===== src/rtl/mbwp_pkg.sv =====
`timescale 1ns / 1ps
// ----------------------------------------------------------------------------
// MIDI byte packer package
// Shared types and MIDI status constants for the byte-to-word packer.
// ----------------------------------------------------------------------------
package mbwp_pkg;

  localparam int DefMaxPorts = 16;

  localparam logic [7:0] ST_CHANNEL_BASE   = 8'h80;
  localparam logic [7:0] ST_SYSEX          = 8'hf0;
  localparam logic [7:0] ST_SYSEX_END      = 8'hf7;
  localparam logic [7:0] ST_LAST_WITH_DATA = 8'hf3;
  localparam logic [7:0] ST_PROGRAM        = 8'hc0;
  localparam logic [7:0] ST_CHAN_PRESSURE  = 8'hd0;
  localparam logic [7:0] ST_TIMECODE       = 8'hf1;
  localparam logic [7:0] HIGH_NIBBLE_MASK  = 8'hf0;

  typedef struct packed {
    logic [3:0] port_number;
    logic [7:0] midi_byte;
  } item_t;

  typedef struct packed {
    logic [3:0]  out_port;
    logic [31:0] packed_word;
  } result_t;

endpackage


===== src/rtl/mbwp_in_reg.sv =====
`timescale 1ns / 1ps
// ----------------------------------------------------------------------------
// MIDI byte packer input register
// Holds one incoming beat until the framer takes it.
// ----------------------------------------------------------------------------
module mbwp_in_reg (
  input  logic           clk,
  input  logic           rst,
  input  logic           in_valid,
  output logic           in_ready,
  input  mbwp_pkg::item_t in_item,
  output logic           out_valid,
  input  logic           out_ready,
  output mbwp_pkg::item_t out_item
);
  import mbwp_pkg::*;

  logic  valid;
  item_t item;

  // The register refills in the same cycle as it is drained.
  assign in_ready  = !valid || out_ready;
  assign out_valid = valid;
  assign out_item  = item;

  always_ff @(posedge clk) begin
    if (rst) begin
      valid <= 1'b0;
    end else if (in_ready) begin
      valid <= in_valid;
    end
  end

  always_ff @(posedge clk) begin
    if (in_ready && in_valid) begin
      item <= in_item;
    end
  end

endmodule


===== src/rtl/mbwp_framer.sv =====
`timescale 1ns / 1ps
// ----------------------------------------------------------------------------
// MIDI byte packer framer
// Running-status framing state, word assembly and the result register.
// ----------------------------------------------------------------------------
module mbwp_framer #(
  parameter int MAX_PORTS = mbwp_pkg::DefMaxPorts
) (
  input  logic             clk,
  input  logic             rst,
  input  logic [4:0]       open_ports,
  input  logic             in_valid,
  output logic             in_ready,
  input  mbwp_pkg::item_t  in_item,
  output logic             out_valid,
  input  logic             out_ready,
  output mbwp_pkg::result_t out_result
);
  import mbwp_pkg::*;

  localparam logic [4:0] PortLimit = (MAX_PORTS > 16) ? 5'd16 : 5'(MAX_PORTS);

  logic [7:0] held [4];
  logic [1:0] held_count;
  logic       in_sysex;

  logic [7:0] held_next [4];
  logic [1:0] held_count_next;
  logic       in_sysex_next;
  logic       emit;
  logic [7:0] word_bytes [4];

  logic       valid;
  result_t    result;

  logic       consume;
  logic       port_ok;
  logic [7:0] b;
  logic [7:0] status;
  logic       chan_status;

  assign in_ready   = !valid || out_ready;
  assign consume    = in_valid && in_ready;
  assign out_valid  = valid;
  assign out_result = result;

  assign b           = in_item.midi_byte;
  assign port_ok     = ({1'b0, in_item.port_number} < open_ports) &&
                       ({1'b0, in_item.port_number} < PortLimit);
  assign status      = (held[0] < ST_SYSEX) ? (held[0] & HIGH_NIBBLE_MASK) : held[0];
  assign chan_status = status < ST_SYSEX;

  always_comb begin
    for (int i = 0; i < 4; i++) begin
      held_next[i]  = held[i];
      word_bytes[i] = 8'h00;
    end
    held_count_next = held_count;
    in_sysex_next   = in_sysex;
    emit            = 1'b0;

    if (!port_ok) begin
      emit = 1'b0;
    end else if (b > ST_SYSEX_END) begin
      // Realtime bytes pass straight through without touching the framing.
      emit          = 1'b1;
      word_bytes[0] = b;
    end else if (b == ST_SYSEX) begin
      held_next[0]    = ST_SYSEX;
      held_count_next = 2'd1;
      in_sysex_next   = 1'b1;
    end else if (b == ST_SYSEX_END) begin
      for (int i = 0; i < 4; i++) begin
        if (2'(i) < held_count) begin
          held_next[i] = held[i];
        end else if (2'(i) == held_count) begin
          held_next[i] = ST_SYSEX_END;
        end else begin
          held_next[i] = 8'h00;
        end
        word_bytes[i] = held_next[i];
      end
      held_count_next = 2'd0;
      in_sysex_next   = 1'b0;
      emit            = 1'b1;
    end else if (b >= ST_CHANNEL_BASE) begin
      in_sysex_next = 1'b0;
      if (b > ST_LAST_WITH_DATA) begin
        held_count_next = 2'd0;
        emit            = 1'b1;
        word_bytes[0]   = b;
      end else begin
        held_next[0]    = b;
        held_count_next = 2'd1;
      end
    end else if (in_sysex) begin
      held_next[held_count] = b;
      if (held_count == 2'd3) begin
        held_count_next = 2'd0;
        emit            = 1'b1;
        for (int i = 0; i < 4; i++) begin
          word_bytes[i] = held_next[i];
        end
      end else begin
        held_count_next = held_count + 2'd1;
      end
    end else if (held_count == 2'd0) begin
      // A data byte with no status to belong to is dropped.
      emit = 1'b0;
    end else if (status == ST_PROGRAM || status == ST_CHAN_PRESSURE ||
                 status == ST_TIMECODE || status == ST_LAST_WITH_DATA) begin
      held_count_next = chan_status ? 2'd1 : 2'd0;
      emit            = 1'b1;
      word_bytes[0]   = held[0];
      word_bytes[1]   = b;
    end else if (held_count == 2'd1) begin
      held_next[1]    = b;
      held_count_next = 2'd2;
    end else begin
      held_count_next = chan_status ? 2'd1 : 2'd0;
      emit            = 1'b1;
      word_bytes[0]   = held[0];
      word_bytes[1]   = held[1];
      word_bytes[2]   = b;
    end
  end

  always_ff @(posedge clk) begin
    if (rst) begin
      for (int i = 0; i < 4; i++) begin
        held[i] <= 8'h00;
      end
      held_count <= 2'd0;
      in_sysex   <= 1'b0;
      valid      <= 1'b0;
    end else begin
      if (consume) begin
        held       <= held_next;
        held_count <= held_count_next;
        in_sysex   <= in_sysex_next;
      end
      if (in_ready) begin
        valid <= consume && emit;
      end
    end
  end

  always_ff @(posedge clk) begin
    if (consume && emit) begin
      result.packed_word <= {word_bytes[3], word_bytes[2], word_bytes[1], word_bytes[0]};
      result.out_port    <= in_item.port_number;
    end
  end

endmodule


===== src/rtl/midi_byte_to_word_packer.sv =====
`timescale 1ns / 1ps
// A word passes the input register, then the result register behind the
// framing logic, on its way out.
// Throughput: one MIDI byte per cycle unless m_tready stalls the output; the
// one-byte framing update is the only logic between the two registers.
// Reset (rst, synchronous): framing state, open_ports and both valid flags clear.
// ----------------------------------------------------------------------------
// MIDI byte to word packer
// Frames MIDI bytes into messages and emits each as a 32-bit word.
// ----------------------------------------------------------------------------
module midi_byte_to_word_packer #(
  parameter int MAX_PORTS = mbwp_pkg::DefMaxPorts
) (
  input  logic        clk,
  input  logic        rst,
  input  logic        cfg_wr_en,
  input  logic [4:0]  cfg_wr_data,  // open_ports
  input  logic        s_tvalid,
  output logic        s_tready,
  input  logic [15:0] s_tdata,      // midi_byte[7:0], port_number[11:8], zero pad
  output logic        m_tvalid,
  input  logic        m_tready,
  output logic [39:0] m_tdata       // packed_word[31:0], out_port[35:32], zero pad
);
  import mbwp_pkg::*;

  logic [4:0] open_ports;
  item_t      s_item;
  item_t      f_item;
  logic       f_valid;
  logic       f_ready;
  result_t    m_result;

  always_ff @(posedge clk) begin
    if (rst) begin
      open_ports <= 5'd0;
    end else if (cfg_wr_en) begin
      open_ports <= cfg_wr_data;
    end
  end

  assign s_item.midi_byte   = s_tdata[7:0];
  assign s_item.port_number = s_tdata[11:8];

  mbwp_in_reg u_in_reg (
    .clk       (clk),
    .rst       (rst),
    .in_valid  (s_tvalid),
    .in_ready  (s_tready),
    .in_item   (s_item),
    .out_valid (f_valid),
    .out_ready (f_ready),
    .out_item  (f_item)
  );

  mbwp_framer #(
    .MAX_PORTS (MAX_PORTS)
  ) u_framer (
    .clk        (clk),
    .rst        (rst),
    .open_ports (open_ports),
    .in_valid   (f_valid),
    .in_ready   (f_ready),
    .in_item    (f_item),
    .out_valid  (m_tvalid),
    .out_ready  (m_tready),
    .out_result (m_result)
  );

  assign m_tdata = {4'h0, m_result.out_port, m_result.packed_word};

endmodule


===== config.mk =====
export PLATFORM = sky130hd
export DESIGN_NAME = midi_byte_to_word_packer
export DESIGN_NICKNAME = d
export VERILOG_FILES = /design/src/rtl/mbwp_pkg.sv /design/src/rtl/mbwp_in_reg.sv /design/src/rtl/mbwp_framer.sv /design/src/rtl/midi_byte_to_word_packer.sv
export SDC_FILE = /design/constraint.sdc
export NUM_CORES = 1
export LEC_CHECK = 0
export BUFFER_PORTS_ARGS = -buffer_cell sky130_fd_sc_hd__clkbuf_2
export CAP_MARGIN = 20
export CORE_ASPECT_RATIO = 1.5
export CORE_UTILIZATION = 51
export DETAILED_ROUTE_END_ITERATION = 12
export PLACE_DENSITY = 0.75
export SKIP_CTS_REPAIR_TIMING = 1
export SYNTH_ARGS = -nofsm -noshare
export SYNTH_HDL_FRONTEND = slang
export SYNTH_HIERARCHICAL = 1
export SYNTH_SLANG_ARGS = --single-unit
export TNS_END_PERCENT = 100

===== constraint.sdc =====
create_clock -name clk -period 2.7 [get_ports clk]
set_input_delay 0.27 -clock clk [delete_from_list [all_inputs] [get_ports clk]]
set_output_delay 0.27 -clock clk [all_outputs]
set_load 0.02 [all_outputs]

==> run metrics <==
ANT cells=0; Period minus WS final=between 2 and 2.5 ns; crit path max fanout=30; most common cell after layout, fill and taps aside=clkbuf_2; Max Slew Vio Count=0; Setup WS pre-CTS=roughly 0.30 ns; largest family of logic cells by synthesized area=compound AO/OA/AOI/OAI gates; area of the core=around 8400 µm²; dominant cells by area after synthesis=edfxtp_1 33%, dfxtp_1 15%, nand2_1 3.5%; final hold slack=between 0.1 and 0.15 ns; Synth Area per Inst=slightly above 10 µm²; Fill cells=745; Post-Synthesis Cells=432; Synth Area in Compound Gates=22.83%; slowest stage delay, CP=slightly above 0.5 ns; storage element area=2122 µm²; cell area after layout=roughly 5000 µm²; initial antenna violation count=0; Via density=about 6; first-pass GRT wire length=approximately 18 mm; GRT Util Overall=26.10%; area grow syn2layout=16.32%; Leakage=roughly 1.9 nW; average routed wire per standard cell=roughly 19 µm; port bufs=59; R2R Setup Slk=about 0.24 ns; Worst-Margin Slew=0.9609 ns; boundary pin count=just under 70; Root Buffer=clkbuf_16; total die area=between 9000 and 10000 µm²; chip height=115.8 µm; initial core utilization=52.32%; Reg clk slew, reported paths=approximately 0.060 ns; Max Root-Sink Buffers=2; Yosys reg bits=82; Post-DP HPWL=8.031 mm; Post-Route WL=11.38 mm; num rows=41; Primary FF master, synth=edfxtp_1; WP data arrival=2.49 ns; gpl congestion=0.9323; YS warnings=6; post-route setup slack=0.2396 ns; Num Clock Sinks=82; Via Count=3691; delay-heaviest family, CP=simple AND/OR/NAND/NOR gates; Post-Synth Adder-Cell Area=1.990%; Final setup viols=0; number of synthesized flops with an enable pin=48; Mapped Area=4402 µm²; Cell Pwr Density=approximately 550 nW/µm²; die width=approximately 78 µm; worst path bufs/invs=3; worst path cell trace=inv_1 > ha_1 > or3_4 > a221oi_4 > nor3_1 > nand2b_1 > clkinvlp_4 > buf_12; Max Freq=406.4 MHz; peak supply drop=0.4626 mV; vias in the first global route=roughly 3500; DR DRC count=0; drt first pass iters=5; Final period util=91.13%; most frequent cells in the layout=59 x clkbuf_2, 48 x edfxtp_1, 41 x nand2_1; clk_lat worst skew=0.33 ns; largest net degree at the start of global routing=31; Worst EP required=2.73 ns; total grt overflow=0; status=finished clean; Post-synth ARST share=0%; hold crit path type=primary input to register; RSZ-0062 raised after global routing=no; Synth top area share=32.75%; Crit. End Element=register; Worst path slowest cell=dfxtp_1; mux cell area share after synthesis=roughly 1.6%; slew margin rel.=about a third; area occupied by multi-input gates=around 2000 µm²; Post-Synth Simple-Gate Area=18.39%; sequential area share after synthesis=48.21%; DRT iter0 DRCs=337; Worst setup SP type=register; setup TNS=0 ns; final antenna-violating net count=0; distinct cell type count after synthesis=just under 80; CTS tree=done; final hold violations=0; htree depth=3; layout cells sized above 1=25.00%; CTS Buf Count=9; Fin Clk Skew=around 0.0053 ns; Net count, final=~530; most area-hungry cell type in the Yosys netlist=edfxtp_1; XOR/XNOR share of the synthesized area=0%; WS Path Type=register to register; Max Cap Viol=0; DP Area=4837 µm²
## kinds of logic after synthesis
| family | Yosys count |
|---|---|
| AND/OR/NAND/NOR | 144 |
| adder cells (fa/ha/maj) | 7 |
| buffers and inverters | 59 |
| multiplexers | 7 |
| other | 1 |
| AO/OA/AOI/OAI | 132 |
| flip-flops | 82 |
## registers in the layout, summed over array words and instances, names as in the netlist
register,cells
open_ports,5
u_framer/held,24
u_framer/held_count,2
u_framer/in_sysex,1
u_framer/out_result,36
u_framer/out_valid,1
u_in_reg/out_item,12
u_in_reg/out_valid,1
## cells in the mapped netlist, types with 7 or more instances
cell      count
inv_1        23
a31oi_1      14
nand4_1       9
edfxtp_1     48
nand2_1      41
buf_4         7
o22a_1        7
dfxtp_1      34
nor2_1       40
clkbuf_1     14
o21ai_0      20
o221a_1       7
a21oi_1      29
buf_2         8
ha_1          7
a22oi_1       9
## metal layers
metal  vias up  GRT usage (%)  routed length [µm]
met4         0          14.84                 356
met1      1768          28.68                4376
met3        33          4.803                 722
li1       1729              -                   -
met2       161          47.08                5927
met5         -              0                   0
## stage by stage
stage	utilization [%]	std cells	power, mW
detailed placement	57.50	591	1.682
global placement	57.50	591	1.675
global route	60.86	607	2.930
finish	60.86	607	2.830
CTS	60.86	607	2.846
floorplan	-	435	1.585
## path summary, 6_finish.rpt
kind | start | cells past startpoint | endpoint
hold reg to reg | u_in_reg/out_item[8] | 0 | u_framer/out_result[32]
setup reg to reg | u_framer/held_count[1] | 8 | u_framer/out_result[23]
setup / recovery | u_framer/held_count[1] | 8 | u_framer/out_result[23]
hold / removal | s_tdata[8] | 1 | u_in_reg/out_item[8]
## cell type report
| type | count | share of cell area, % |
|---|---|---|
| tap | 107 | 2.615 |
| multi-input combinational | 294 | 38.83 |
| timing repair buffer | 85 | 9.824 |
| inverter | 23 | 1.760 |
| clock buffer | 13 | 4.692 |
| sequential | 82 | 41.45 |
| clock inverter | 3 | 0.8309 |
## power breakdown
part	leakage, nW	internal [mW]	switching [mW]
logic	1.04	0.0966	0.191
registers	0.721	1.35	0.0259
clock network	0.134	0.716	0.452
total	1.89	2.16	0.669
Note: power is estimated with default switching activity, not from simulation.
